File: src/assert_macros.svh
// Assertion macros shared by the RTL.
// Depends on nothing; compiled away when SYNTHESIS is defined.
`ifndef ASSERT_MACROS_SVH
`define ASSERT_MACROS_SVH
`ifndef SYNTHESIS
// property must hold at every clock edge outside reset
`define AST_HOLDS(label, clk, rst_n, prop, msg) \
	label: assert property (@(posedge clk) disable iff (!rst_n) prop) else $error(msg);
// condition must never be seen outside reset
`define AST_NEVER(label, clk, rst_n, cond, msg) \
	label: assert property (@(posedge clk) disable iff (!rst_n) !(cond)) else $error(msg);
`else
`define AST_HOLDS(label, clk, rst_n, prop, msg)
`define AST_NEVER(label, clk, rst_n, cond, msg)
`endif
`endif

File: src/mck_pkg.sv
// Types, register indexes, microcode program and Morse pattern table
// for the Morse character keyer. Depends on nothing.
`default_nettype none

package mck_pkg;

	localparam int DurW = 16;

	// configuration register indexes
	typedef enum logic [2:0] {
		REG_DOT         = 3'd0,
		REG_DASH        = 3'd1,
		REG_ELEMENT_GAP = 3'd2,
		REG_LETTER_GAP  = 3'd3,
		REG_WORD_GAP    = 3'd4
	} reg_idx_t;

	// microcode step addresses
	typedef enum logic [2:0] {
		STEP_IDLE   = 3'd0,
		STEP_WORD   = 3'd1,
		STEP_ON     = 3'd2,
		STEP_GAP    = 3'd3,
		STEP_LETTER = 3'd4
	} step_t;

	// duration source select
	typedef enum logic [1:0] {
		DUR_ELEM_ON  = 2'd0,
		DUR_ELEM_GAP = 2'd1,
		DUR_LETTER   = 2'd2,
		DUR_WORD     = 2'd3
	} dur_sel_t;

	// sequencing: fall through, jump, jump while elements remain, decode char
	typedef enum logic [1:0] {
		JMP_NEXT     = 2'd0,
		JMP_ALWAYS   = 2'd1,
		JMP_MORE     = 2'd2,
		JMP_DISPATCH = 2'd3
	} jmp_t;

	typedef struct packed {
		logic     emit;
		logic     key;
		dur_sel_t dur_sel;
		logic     last;
		logic     shift;
		jmp_t     jmp;
		step_t    target;
	} ctl_word_t;

	// element pattern, left aligned: bits[5] is sent first, 1 = dash
	typedef struct packed {
		logic [2:0] len;
		logic [5:0] bits;
	} pattern_t;

	// control store
	function automatic ctl_word_t ucode(input step_t pc);
		ctl_word_t w;
		w = '{emit: 1'b0, key: 1'b0, dur_sel: DUR_LETTER, last: 1'b0,
		      shift: 1'b0, jmp: JMP_DISPATCH, target: STEP_IDLE};
		case (pc)
			STEP_IDLE: begin
				w.jmp = JMP_DISPATCH;
			end
			STEP_WORD: begin
				w.emit    = 1'b1;
				w.dur_sel = DUR_WORD;
				w.jmp     = JMP_ALWAYS;
				w.target  = STEP_LETTER;
			end
			STEP_ON: begin
				w.emit    = 1'b1;
				w.key     = 1'b1;
				w.dur_sel = DUR_ELEM_ON;
				w.jmp     = JMP_NEXT;
			end
			STEP_GAP: begin
				w.emit    = 1'b1;
				w.dur_sel = DUR_ELEM_GAP;
				w.shift   = 1'b1;
				w.jmp     = JMP_MORE;
				w.target  = STEP_ON;
			end
			STEP_LETTER: begin
				w.emit    = 1'b1;
				w.dur_sel = DUR_LETTER;
				w.last    = 1'b1;
				w.jmp     = JMP_ALWAYS;
				w.target  = STEP_IDLE;
			end
			default: begin
				w.jmp    = JMP_ALWAYS;
				w.target = STEP_IDLE;
			end
		endcase
		return w;
	endfunction

	function automatic pattern_t mk(input logic [2:0] len, input logic [5:0] bits);
		pattern_t p;
		p.len  = len;
		p.bits = bits;
		return p;
	endfunction

	// ITU patterns; unknown characters have length zero
	function automatic pattern_t char_pattern(input logic [7:0] c);
		pattern_t p;
		p = mk(3'd0, 6'b000000);
		case (c)
			"A": p = mk(3'd2, 6'b010000);
			"B": p = mk(3'd4, 6'b100000);
			"C": p = mk(3'd4, 6'b101000);
			"D": p = mk(3'd3, 6'b100000);
			"E": p = mk(3'd1, 6'b000000);
			"F": p = mk(3'd4, 6'b001000);
			"G": p = mk(3'd3, 6'b110000);
			"H": p = mk(3'd4, 6'b000000);
			"I": p = mk(3'd2, 6'b000000);
			"J": p = mk(3'd4, 6'b011100);
			"K": p = mk(3'd3, 6'b101000);
			"L": p = mk(3'd4, 6'b010000);
			"M": p = mk(3'd2, 6'b110000);
			"N": p = mk(3'd2, 6'b100000);
			"O": p = mk(3'd3, 6'b111000);
			"P": p = mk(3'd4, 6'b011000);
			"Q": p = mk(3'd4, 6'b110100);
			"R": p = mk(3'd3, 6'b010000);
			"S": p = mk(3'd3, 6'b000000);
			"T": p = mk(3'd1, 6'b100000);
			"U": p = mk(3'd3, 6'b001000);
			"V": p = mk(3'd4, 6'b000100);
			"W": p = mk(3'd3, 6'b011000);
			"X": p = mk(3'd4, 6'b100100);
			"Y": p = mk(3'd4, 6'b101100);
			"Z": p = mk(3'd4, 6'b110000);
			"0": p = mk(3'd5, 6'b111110);
			"1": p = mk(3'd5, 6'b011110);
			"2": p = mk(3'd5, 6'b001110);
			"3": p = mk(3'd5, 6'b000110);
			"4": p = mk(3'd5, 6'b000010);
			"5": p = mk(3'd5, 6'b000000);
			"6": p = mk(3'd5, 6'b100000);
			"7": p = mk(3'd5, 6'b110000);
			"8": p = mk(3'd5, 6'b111000);
			"9": p = mk(3'd5, 6'b111100);
			",": p = mk(3'd6, 6'b110011);
			"?": p = mk(3'd6, 6'b001100);
			"/": p = mk(3'd5, 6'b100100);
			".": p = mk(3'd6, 6'b010101);
			"-": p = mk(3'd6, 6'b100001);
			default: p = mk(3'd0, 6'b000000);
		endcase
		return p;
	endfunction

endpackage

`default_nettype wire

File: src/morse_character_keyer.sv
// Morse character keyer: microcoded sequencer, timing registers and outputs.
// Depends on mck_pkg and assert_macros.svh.
//
// Usage:
//   Pulse start with ascii_char while busy is low; the character is taken at
//   that edge. The block then sends one key segment per cycle on
//   key_on / duration_ms / last, each marked by a one-cycle seg_valid beat.
//   A dot or dash gives an on beat and an element-gap beat; a space gives a
//   word-gap beat; every character ends with a letter-gap beat with last set.
//   Unknown characters give only the letter-gap beat.
//   The first beat passes the step register, then the output registers.
//   A character with n elements (at most six) runs an on and a gap step per
//   element, then letter and idle; a space word, letter and idle; unknown
//   characters letter and idle. The sequencer issues one control word per cycle.
//   busy is low again in the cycle that carries the last beat.
//   Timing registers are written over cfg_we / cfg_index / cfg_wdata, by the
//   user only while idle (not enforced); indexes beyond the list are ignored.
//   Reset (arst_n low) loads the default timings and returns to idle.
//   The receiver cannot stall: each beat is valid for one cycle only.
`default_nettype none
`include "assert_macros.svh"

module morse_character_keyer import mck_pkg::*; (
	input  wire logic             clk,
	input  wire logic             arst_n,
	input  wire logic             start,
	output logic                  busy,
	input  wire logic [7:0]       ascii_char,
	input  wire logic             cfg_we,
	input  wire logic [2:0]       cfg_index,
	input  wire logic [DurW-1:0]  cfg_wdata,
	output logic                  seg_valid,
	output logic                  key_on,
	output logic [DurW-1:0]       duration_ms,
	output logic                  last
);

	step_t           pc_q;
	logic [2:0]      pat_len_q;
	logic [5:0]      pat_bits_q;
	logic [DurW-1:0] dot_q, dash_q, elem_gap_q, letter_gap_q, word_gap_q;
	logic            valid_q, key_q, last_q;
	logic [DurW-1:0] dur_q;

	ctl_word_t       ctl;
	pattern_t        new_pat;
	logic            accept;
	logic            more;
	step_t           pc_next;
	logic [DurW-1:0] dur_mux;

	assign ctl     = ucode(pc_q);
	assign new_pat = char_pattern(ascii_char);
	assign busy    = (pc_q != STEP_IDLE);
	assign accept  = start && !busy;
	assign more    = (pat_len_q != 3'd1);

	// next step
	always_comb begin
		pc_next = pc_q;
		case (ctl.jmp)
			JMP_NEXT:   pc_next = step_t'(pc_q + 3'd1);
			JMP_ALWAYS: pc_next = ctl.target;
			JMP_MORE:   pc_next = more ? ctl.target : step_t'(pc_q + 3'd1);
			JMP_DISPATCH: begin
				if (!accept) begin
					pc_next = STEP_IDLE;
				end else if (new_pat.len != 3'd0) begin
					pc_next = STEP_ON;
				end else if (ascii_char == " ") begin
					pc_next = STEP_WORD;
				end else begin
					pc_next = STEP_LETTER;
				end
			end
			default: pc_next = STEP_IDLE;
		endcase
	end

	// duration select
	always_comb begin
		case (ctl.dur_sel)
			DUR_ELEM_ON:  dur_mux = pat_bits_q[5] ? dash_q : dot_q;
			DUR_ELEM_GAP: dur_mux = elem_gap_q;
			DUR_LETTER:   dur_mux = letter_gap_q;
			DUR_WORD:     dur_mux = word_gap_q;
			default:      dur_mux = letter_gap_q;
		endcase
	end

	// step counter and output strobe
	always_ff @(posedge clk or negedge arst_n) begin
		if (!arst_n) begin
			pc_q    <= STEP_IDLE;
			valid_q <= 1'b0;
		end else begin
			pc_q    <= pc_next;
			valid_q <= ctl.emit;
		end
	end

	// pattern shifter
	always_ff @(posedge clk) begin
		if (accept) begin
			pat_len_q  <= new_pat.len;
			pat_bits_q <= new_pat.bits;
		end else if (ctl.shift) begin
			pat_len_q  <= pat_len_q - 3'd1;
			pat_bits_q <= {pat_bits_q[4:0], 1'b0};
		end
	end

	// output payload
	always_ff @(posedge clk) begin
		key_q  <= ctl.key;
		last_q <= ctl.last;
		dur_q  <= dur_mux;
	end

	// timing registers
	always_ff @(posedge clk or negedge arst_n) begin
		if (!arst_n) begin
			dot_q        <= DurW'(100);
			dash_q       <= DurW'(300);
			elem_gap_q   <= DurW'(100);
			letter_gap_q <= DurW'(300);
			word_gap_q   <= DurW'(700);
		end else if (cfg_we) begin
			case (cfg_index)
				REG_DOT:         dot_q        <= cfg_wdata;
				REG_DASH:        dash_q       <= cfg_wdata;
				REG_ELEMENT_GAP: elem_gap_q   <= cfg_wdata;
				REG_LETTER_GAP:  letter_gap_q <= cfg_wdata;
				REG_WORD_GAP:    word_gap_q   <= cfg_wdata;
				default: ;
			endcase
		end
	end

	assign seg_valid   = valid_q;
	assign key_on      = key_q;
	assign duration_ms = dur_q;
	assign last        = last_q;

	// checks
	`AST_HOLDS(a_last_idle, clk, arst_n, (seg_valid && last) |-> !busy, "last beat while busy")
	`AST_HOLDS(a_accept, clk, arst_n, accept |=> (busy && !seg_valid), "accept did not start")
	`AST_NEVER(a_on_last, clk, arst_n, seg_valid && key_on && last, "key-on beat marked last")
	`AST_HOLDS(a_on_gap, clk, arst_n, (seg_valid && key_on) |=> (seg_valid && !key_on),
		"key-on beat not followed by gap")

endmodule

`default_nettype wire

File: config.mk
export PLATFORM = sky130hd
export DESIGN_NAME = morse_character_keyer
export DESIGN_NICKNAME = d
export VERILOG_FILES = /design/src/mck_pkg.sv /design/src/morse_character_keyer.sv
export VERILOG_INCLUDE_DIRS = /design/src /design/src/src
export SDC_FILE = /design/constraint.sdc
export NUM_CORES = 1
export LEC_CHECK = 0
export ABC_AREA = 0
export BUFFER_PORTS_ARGS = -buffer_cell sky130_fd_sc_hd__buf_2
export CAP_MARGIN = 30
export CELL_PAD_IN_SITES_DETAIL_PLACEMENT = 1
export CELL_PAD_IN_SITES_GLOBAL_PLACEMENT = 2
export CORE_MARGIN = 1
export CORE_UTILIZATION = 39
export CTS_CLUSTER_SIZE = 24
export DETAILED_ROUTE_END_ITERATION = 8
export GPL_TIMING_DRIVEN = 0
export PLACE_DENSITY_LB_ADDON = 0.1
export SLEW_MARGIN = 20
export SYNTH_ARGS = -nofsm -noshare
export SYNTH_HDL_FRONTEND = slang
export SYNTH_SLANG_ARGS = --single-unit
File: constraint.sdc
create_clock -name clk -period 2.15 [get_ports clk]
set_input_delay 0.5375 -clock clk [delete_from_list [all_inputs] [get_ports clk]]
set_output_delay 0.5375 -clock clk [all_outputs]
set_load 0.03 [all_outputs]
==> results of run 1 <==
==> worst register-to-register path, delay by kind of cell (launching register included) <==
family | cells | cell delay, ps
AND/OR/NAND/NOR | 2 | 570
adder cells (fa/ha/maj) | 2 | 520
flip-flops | 1 | 420
buffers and inverters | 1 | 220
AO/OA/AOI/OAI | 2 | 170
==> Yosys cell counts, types with 7 or more instances <==
cell type,count
nor2_1,40
o21ai_0,17
dfxtp_1,18
nor2b_1,7
mux2i_1,18
dfstp_2,20
ha_1,15
a21oi_1,43
edfxtp_1,9
clkbuf_1,12
nand2_1,34
dfrtp_1,64
inv_1,15
mux2_2,82
buf_2,15
nand2b_1,7
o21ai_1,10
==> report_power, final <==
part / switching [W] / internal [W]
sequential: 0.000201 / 0.00263
combinational: 0.000723 / 0.000563
clock: 0.000767 / 0.000944
total: 0.00169 / 0.00414
==> state kept, by name (all words and copies together), names as in the netlist, 6 cells and up <==
signal	cells
word_gap_q	16
duration_ms	16
dot_q	16
elem_gap_q	16
pat_bits_q	6
dash_q	16
letter_gap_q	16
==> final timing paths <==
kind,from,to,slack [ps],cells after the start
min reg2reg,word_gap_q[11]$_DFFE_PN0P_,duration_ms[11]$_DFF_P_,500,2
max reg2reg,pc_q[0]$_DFF_PN0_,duration_ms[15]$_DFF_P_,170,7
max in group asynchronous,arst_n,elem_gap_q[6]$_DFFE_PN1P_,1260,2
min in group clk,cfg_wdata[6],word_gap_q[6]$_DFFE_PN0P_,470,2
min,arst_n,dot_q[3]$_DFFE_PN0P_,190,1
max,ascii_char[0],pc_q[1]$_DFF_PN0_,90,7
==> kinds of logic after synthesis <==
kind of cell,after synthesis,share of synthesized area [%]
AOI/OAI and AO/OA,114,12.67
DFF,111,50.21
and+or+nand+nor,110,9.636
muxes,100,20.09
buffers and inverters,46,3.667
adders and majority gates,15,3.417
xor gates and xnor gates,2,0.3190
==> metrics by stage <==
step | area, µm² | worst slack, ps | setup TNS [ps] | cells | hold slack, ps
after floorplan | 5493 | 83.82 | 0 | 498 | 241.9
after global placement | 5948 | -483.8 | -30570 | 721 | 480.6
after detailed placement | 5971 | -493.8 | -20500 | 722 | 486.9
after CTS | 6300 | 16.57 | 0 | 737 | 220.1
after global routing | 6334 | 2.448 | 0 | 737 | 238.9
final | 6336 | 87.28 | 0 | 738 | 188.8
==> layer usage <==
layer	GRT usage [%]	vias to the layer above	routed length, µm
li1	-	1899	-
met1	25.98	2028	6290
met2	36.39	77	7023
met3	4.387	15	487
met4	6.250	0	212
met5	0	-	0
==> final cells by class <==
cell class,instances,area (µm²)
Fill cell,1469,7169
Sequential cell,111,2758
Multi-Input combinational cell,341,2587
Timing Repair Buffer,49,265.3
Clock buffer,12,246.5
Tap cell,176,220.2
Buffer,28,140.1
Inverter,16,62.56
Clock inverter,4,53.80
Antenna cell,1,2.502
==> repair_timing <==
item	4_1_cts	5_1_grt
buffers inserted	1	0
pin swaps	1	0
resized for setup	9	13
setup endpoints to repair	25	45
==> run_summary.xml, run 1 <==
<?xml version="1.0" encoding="UTF-8"?>
<metrics>
  <group name="status">
    <metric name="status" unit="">finished, final reports clean</metric>
  </group>
  <group name="worst_setup_path">
    <metric name="cp_data_required_time" unit="ps">2390</metric>
    <metric name="end_kind" unit="">flop</metric>
    <metric name="critical_path_peak_fanout" unit="">7</metric>
    <metric name="start_kind" unit="">input port</metric>
    <metric name="cp_slowest_cell" unit="">a2111o_1</metric>
    <metric name="worst-path-buf-inv" unit="">2</metric>
    <metric name="crit_path_cell_trace" unit="">buf_2 &gt; inv_1 &gt; ha_2 &gt; a2111o_1 &gt; a32oi_2 &gt; o2111ai_2 &gt; o31a_1</metric>
    <metric name="timing.critical_path.max_delay_family" unit="">compound AO/OA/AOI/OAI gates</metric>
    <metric name="crit_arrival" unit="ps">2300</metric>
    <metric name="crit_path_max_incr_delay" unit="ps">440</metric>
    <metric name="setup.worst_path.class" unit="">input port to flop</metric>
  </group>
  <group name="timing">
    <metric name="finalHoldViolations" unit="">0</metric>
    <metric name="maxSlewViolCount" unit="">0</metric>
    <metric name="rsz0062_at_grt" unit="">false</metric>
    <metric name="achievable-frequency" unit="GHz">0.4848</metric>
    <metric name="slew_headroom" unit="%">57.56</metric>
    <metric name="setup_violators_final" unit="">0</metric>
    <metric name="layout_worst_path_cycle_share" unit="%">95.94</metric>
    <metric name="finalWorstPathRequiredPeriod" unit="ps">2063</metric>
    <metric name="tightestPinTransition" unit="ps">636.7</metric>
    <metric name="timing.clock.skew" unit="ps">10.33</metric>
  </group>
  <group name="logic_synthesis">
    <metric name="postSynthAreaPerCell" unit="µm²">11.03</metric>
    <metric name="yosys.area.top_type" unit="">dfrtp_1</metric>
    <metric name="synth_seq_cells" unit="">111</metric>
    <metric name="synth_area" unit="µm²">5493</metric>
    <metric name="synth_cell_type_count" unit="">55</metric>
    <metric name="synth_top_cells_by_area" unit="">dfrtp_1 (29%), mux2_2 (17%), dfstp_2 (9.6%), dfxtp_1 (6.6%), edfxtp_1 (4.9%)</metric>
    <metric name="postSynth.asyncResetShare" unit="%">75.68</metric>
    <metric name="synth_sequential_area_ratio" unit="%">50.21</metric>
    <metric name="synthDominantCellAreaShare" unit="%">29.16</metric>
    <metric name="synth_top_flop_cell" unit="">dfrtp_1</metric>
    <metric name="syn-num-nets" unit="">544</metric>
    <metric name="postSynthCellCount" unit="">498</metric>
    <metric name="yosys_warnings" unit="">0</metric>
    <metric name="synth_edf_count" unit="">9</metric>
  </group>
  <group name="placed_design">
    <metric name="dp_hpwl" unit="mm">9.752</metric>
    <metric name="gpl.final_weighted_congestion" unit="">0.8341</metric>
    <metric name="io_buffers" unit="">47</metric>
  </group>
  <group name="cells_and_area">
    <metric name="final_layout_size_suffix_gt1_share" unit="%">36.19</metric>
    <metric name="area_growth_syn_to_layout" unit="%">15.35</metric>
    <metric name="final_util" unit="%">46.92</metric>
    <metric name="final_common_cell" unit="">mux2_2</metric>
    <metric name="finish.net_count" unit="">602</metric>
    <metric name="final_cell_mix" unit="">mux2_2 (82), dfrtp_1 (64), buf_2 (60)</metric>
  </group>
  <group name="route">
    <metric name="drt-initial-drc-count" unit="">181</metric>
    <metric name="ant_nets" unit="">0</metric>
    <metric name="detailroute.via_count" unit="">4019</metric>
    <metric name="viasPerCell" unit="">5.446</metric>
    <metric name="finalWirelength" unit="mm">14.01</metric>
    <metric name="detail_route.wl_per_cell" unit="µm">18.99</metric>
    <metric name="drt_drc_violations_left" unit="">0</metric>
    <metric name="drt_first_pass_iters" unit="">4</metric>
  </group>
  <group name="cts">
    <metric name="cts.htree.levels" unit="">3</metric>
    <metric name="cts_hold_repair.buffers" unit="">0</metric>
    <metric name="cts.root.buffer_cell" unit="">clkbuf_16</metric>
    <metric name="clock_path_buffers" unit="">2</metric>
    <metric name="clock_buffers_created_by_tritoncts" unit="">9</metric>
    <metric name="worst_skew_pair.late_latency" unit="ps">360</metric>
    <metric name="cts_tree" unit="">yes</metric>
    <metric name="clock_sinks" unit="">111</metric>
    <metric name="path_clk_slew" unit="ps">80</metric>
  </group>
  <group name="global_routing">
    <metric name="grt_antenna_before_repair" unit="">0</metric>
    <metric name="first_global_vias" unit="">4322</metric>
    <metric name="grt_start_max_net_pins" unit="">49</metric>
    <metric name="grt_overflow_total" unit="">0</metric>
    <metric name="globalRouteTotalUtil" unit="%">20.92</metric>
    <metric name="global_route_wire_length_before_repair" unit="mm">22.86</metric>
  </group>
  <group name="pwr">
    <metric name="power_leakage" unit="nW">2.730</metric>
    <metric name="total_design_power" unit="W">0.005827</metric>
    <metric name="power_density" unit="nW/µm²">919.7</metric>
    <metric name="ir_drop" unit="V">0.0004263</metric>
  </group>
  <group name="floorplan">
    <metric name="core" unit="µm²">13510</metric>
    <metric name="die-height" unit="µm">120.7</metric>
    <metric name="ios" unit="">51</metric>
    <metric name="design.die.area" unit="µm²">14560</metric>
    <metric name="chipWidth" unit="µm">120.7</metric>
    <metric name="fp-row-count" unit="">42</metric>
    <metric name="initial_utilization" unit="%">40.67</metric>
  </group>
  <group name="run">
    <metric name="max_cap_viol_count" unit="">0</metric>
  </group>
  <group name="worst_hold_path">
    <metric name="hold_path_class" unit="">input port to async pin</metric>
  </group>
</metrics>
Power figures use the tool's default switching activity.
==> run 2: changes to the inputs <==
--- a/config.mk
+++ b/config.mk
@@ -16,6 +16,7 @@
 export CTS_CLUSTER_SIZE = 24
 export DETAILED_ROUTE_END_ITERATION = 8
 export GPL_TIMING_DRIVEN = 0
+export MAX_ROUTING_LAYER = met4
 export PLACE_DENSITY_LB_ADDON = 0.1
 export SLEW_MARGIN = 20
 export SYNTH_ARGS = -nofsm -noshare
==> run_summary.xml, run 2 (synthesis results as in run 1) <==
<?xml version="1.0" encoding="UTF-8"?>
<metrics>
  <group name="route">
    <metric name="viasPerCell" unit="">5.396</metric>
    <metric name="drt_drc_violations_left" unit="">0</metric>
    <metric name="ant_nets" unit="">0</metric>
    <metric name="finalWirelength" unit="mm">14.13</metric>
    <metric name="drt-initial-drc-count" unit="">153</metric>
    <metric name="detailroute.via_count" unit="">3982</metric>
    <metric name="detail_route.wl_per_cell" unit="µm">19.15</metric>
    <metric name="drt_first_pass_iters" unit="">4</metric>
  </group>
  <group name="floorplan">
    <metric name="fp-row-count" unit="">42</metric>
    <metric name="core" unit="µm²">13510</metric>
    <metric name="design.die.area" unit="µm²">14560</metric>
    <metric name="die-height" unit="µm">120.7</metric>
    <metric name="ios" unit="">51</metric>
    <metric name="chipWidth" unit="µm">120.7</metric>
    <metric name="initial_utilization" unit="%">40.67</metric>
  </group>
  <group name="cts">
    <metric name="cts_hold_repair.buffers" unit="">0</metric>
    <metric name="clock_buffers_created_by_tritoncts" unit="">9</metric>
    <metric name="cts_tree" unit="">yes</metric>
    <metric name="worst_skew_pair.late_latency" unit="ps">350</metric>
    <metric name="clock_path_buffers" unit="">2</metric>
    <metric name="path_clk_slew" unit="ps">70</metric>
    <metric name="clock_sinks" unit="">111</metric>
    <metric name="cts.htree.levels" unit="">3</metric>
    <metric name="cts.root.buffer_cell" unit="">clkbuf_16</metric>
  </group>
  <group name="worst_setup_path">
    <metric name="start_kind" unit="">input port</metric>
    <metric name="crit_arrival" unit="ps">2290</metric>
    <metric name="cp_data_required_time" unit="ps">2380</metric>
    <metric name="setup.worst_path.class" unit="">input port to flop</metric>
    <metric name="critical_path_peak_fanout" unit="">7</metric>
    <metric name="end_kind" unit="">flop</metric>
  </group>
  <group name="pwr">
    <metric name="power_leakage" unit="nW">2.743</metric>
    <metric name="ir_drop" unit="V">0.0003747</metric>
    <metric name="power_density" unit="nW/µm²">918.2</metric>
    <metric name="total_design_power" unit="W">0.005835</metric>
  </group>
  <group name="cells_and_area">
    <metric name="filler_cells_inserted" unit="">1472</metric>
    <metric name="final-instance-count-excl-fill" unit="">738</metric>
    <metric name="final_layout_size_suffix_gt1_share" unit="%">37.01</metric>
    <metric name="area_growth_syn_to_layout" unit="%">15.69</metric>
    <metric name="final_common_cell" unit="">mux2_2</metric>
    <metric name="finish.net_count" unit="">603</metric>
    <metric name="diodes" unit="">0</metric>
    <metric name="final_cell_mix" unit="">mux2_2 (82), dfrtp_1 (64), buf_2 (58)</metric>
  </group>
  <group name="worst_hold_path">
    <metric name="hold_path_class" unit="">input port to async pin</metric>
  </group>
  <group name="placed_design">
    <metric name="gpl.final_weighted_congestion" unit="">0.8820</metric>
    <metric name="placed_cells" unit="">722</metric>
    <metric name="dp_hpwl" unit="mm">9.944</metric>
    <metric name="io_buffers" unit="">47</metric>
  </group>
  <group name="run">
    <metric name="max_cap_viol_count" unit="">0</metric>
  </group>
  <group name="global_routing">
    <metric name="global_route_wire_length_before_repair" unit="mm">23.12</metric>
    <metric name="met2_usage" unit="%">37.43</metric>
    <metric name="grt_antenna_before_repair" unit="">0</metric>
    <metric name="grt_overflow_total" unit="">0</metric>
    <metric name="grt_util_met3" unit="%">4.104</metric>
    <metric name="grt_start_max_net_pins" unit="">44</metric>
    <metric name="globalRouteTotalUtil" unit="%">21.68</metric>
    <metric name="first_global_vias" unit="">4270</metric>
    <metric name="globalRoute.busiestLayer" unit="">met2</metric>
    <metric name="global_route.usage.met1" unit="%">26.11</metric>
  </group>
  <group name="status">
    <metric name="status" unit="">finished, final reports clean</metric>
  </group>
  <group name="timing">
    <metric name="slew_headroom" unit="%">44.12</metric>
    <metric name="timing.clock.skew" unit="ps">7.654</metric>
    <metric name="achievable-frequency" unit="GHz">0.4858</metric>
    <metric name="rsz0062_at_grt" unit="">false</metric>
    <metric name="setup_violators_final" unit="">0</metric>
    <metric name="layout_worst_path_cycle_share" unit="%">95.74</metric>
    <metric name="finalHoldViolations" unit="">0</metric>
    <metric name="finalWorstPathRequiredPeriod" unit="ps">2058</metric>
    <metric name="tightestPinTransition" unit="ps">833.6</metric>
    <metric name="maxSlewViolCount" unit="">0</metric>
  </group>
</metrics>
run 2: cell type report:
class                      instances  area [µm²]  area share, %
multi-input combinational        341        2581          40.62
sequential                       111        2758          43.39
buffer                            28       141.4          2.225
timing repair buffer              50       277.8          4.371
clock inverter                     4       32.53         0.5119
clock buffer                      12       277.8          4.371
tap                              176       220.2          3.465
inverter                          16       66.31          1.044
run 2: repair_timing:
item,CTS,global route
endpoints found under the setup margin,24,46
gates resized for setup,8,19
pin swaps,1,0
buffers inserted,1,1
run 2: worst paths after layout:
check / slack, ps / to / start / cells after the start
worst max-delay path: 90 / pc_q[1]$_DFF_PN0_ / ascii_char[0] / 7
worst min-delay path: 190 / dot_q[3]$_DFFE_PN0P_ / arst_n / 1
worst max register to register: 180 / duration_ms[11]$_DFF_P_ / pc_q[0]$_DFF_PN0_ / 7
worst min register to register: 500 / duration_ms[1]$_DFF_P_ / word_gap_q[1]$_DFFE_PN0P_ / 2
max in group asynchronous: 1270 / elem_gap_q[6]$_DFFE_PN1P_ / arst_n / 2
min in group clk: 480 / dash_q[13]$_DFFE_PN0P_ / cfg_wdata[13] / 2
run 2: through the flow:
stage	hold slack (ps)	TNS (ps)	util (%)	area (µm²)	setup slack (ps)
2_1_floorplan	241.9	0	-	5493	83.82
3_3_place_gp	477.7	-30420	44.04	5948	-422.1
3_5_place_dp	485.4	-19680	44.21	5971	-445.0
4_1_cts	189.8	0	46.73	6311	8.751
5_1_grt	213.0	0	47.05	6355	15.90
6_report	187.4	0	47.05	6355	91.55
run 2: routing by layer:
layer  wire [µm]  vias to the layer above  share of wire, %
met3         415                        6               2.9
li1            -                     1881                 -
met5           0                        -                 0
met4         119                        0              0.84
met1        6210                     2033                44
met2        7385                       62                52
run 2: power by group:
part	switching [W]	internal, W
registers	0.000205	0.00263
logic	0.000723	0.000567
clock network	0.000779	0.000933
total	0.00171	0.00413
run 2: worst max-delay path, cell delays in order:
cell       delay (ps)
buf_2             140
inv_1             120
ha_2              260
a2111o_1          440
a32oi_2           250
o2111ai_2         200
o31a_1            330
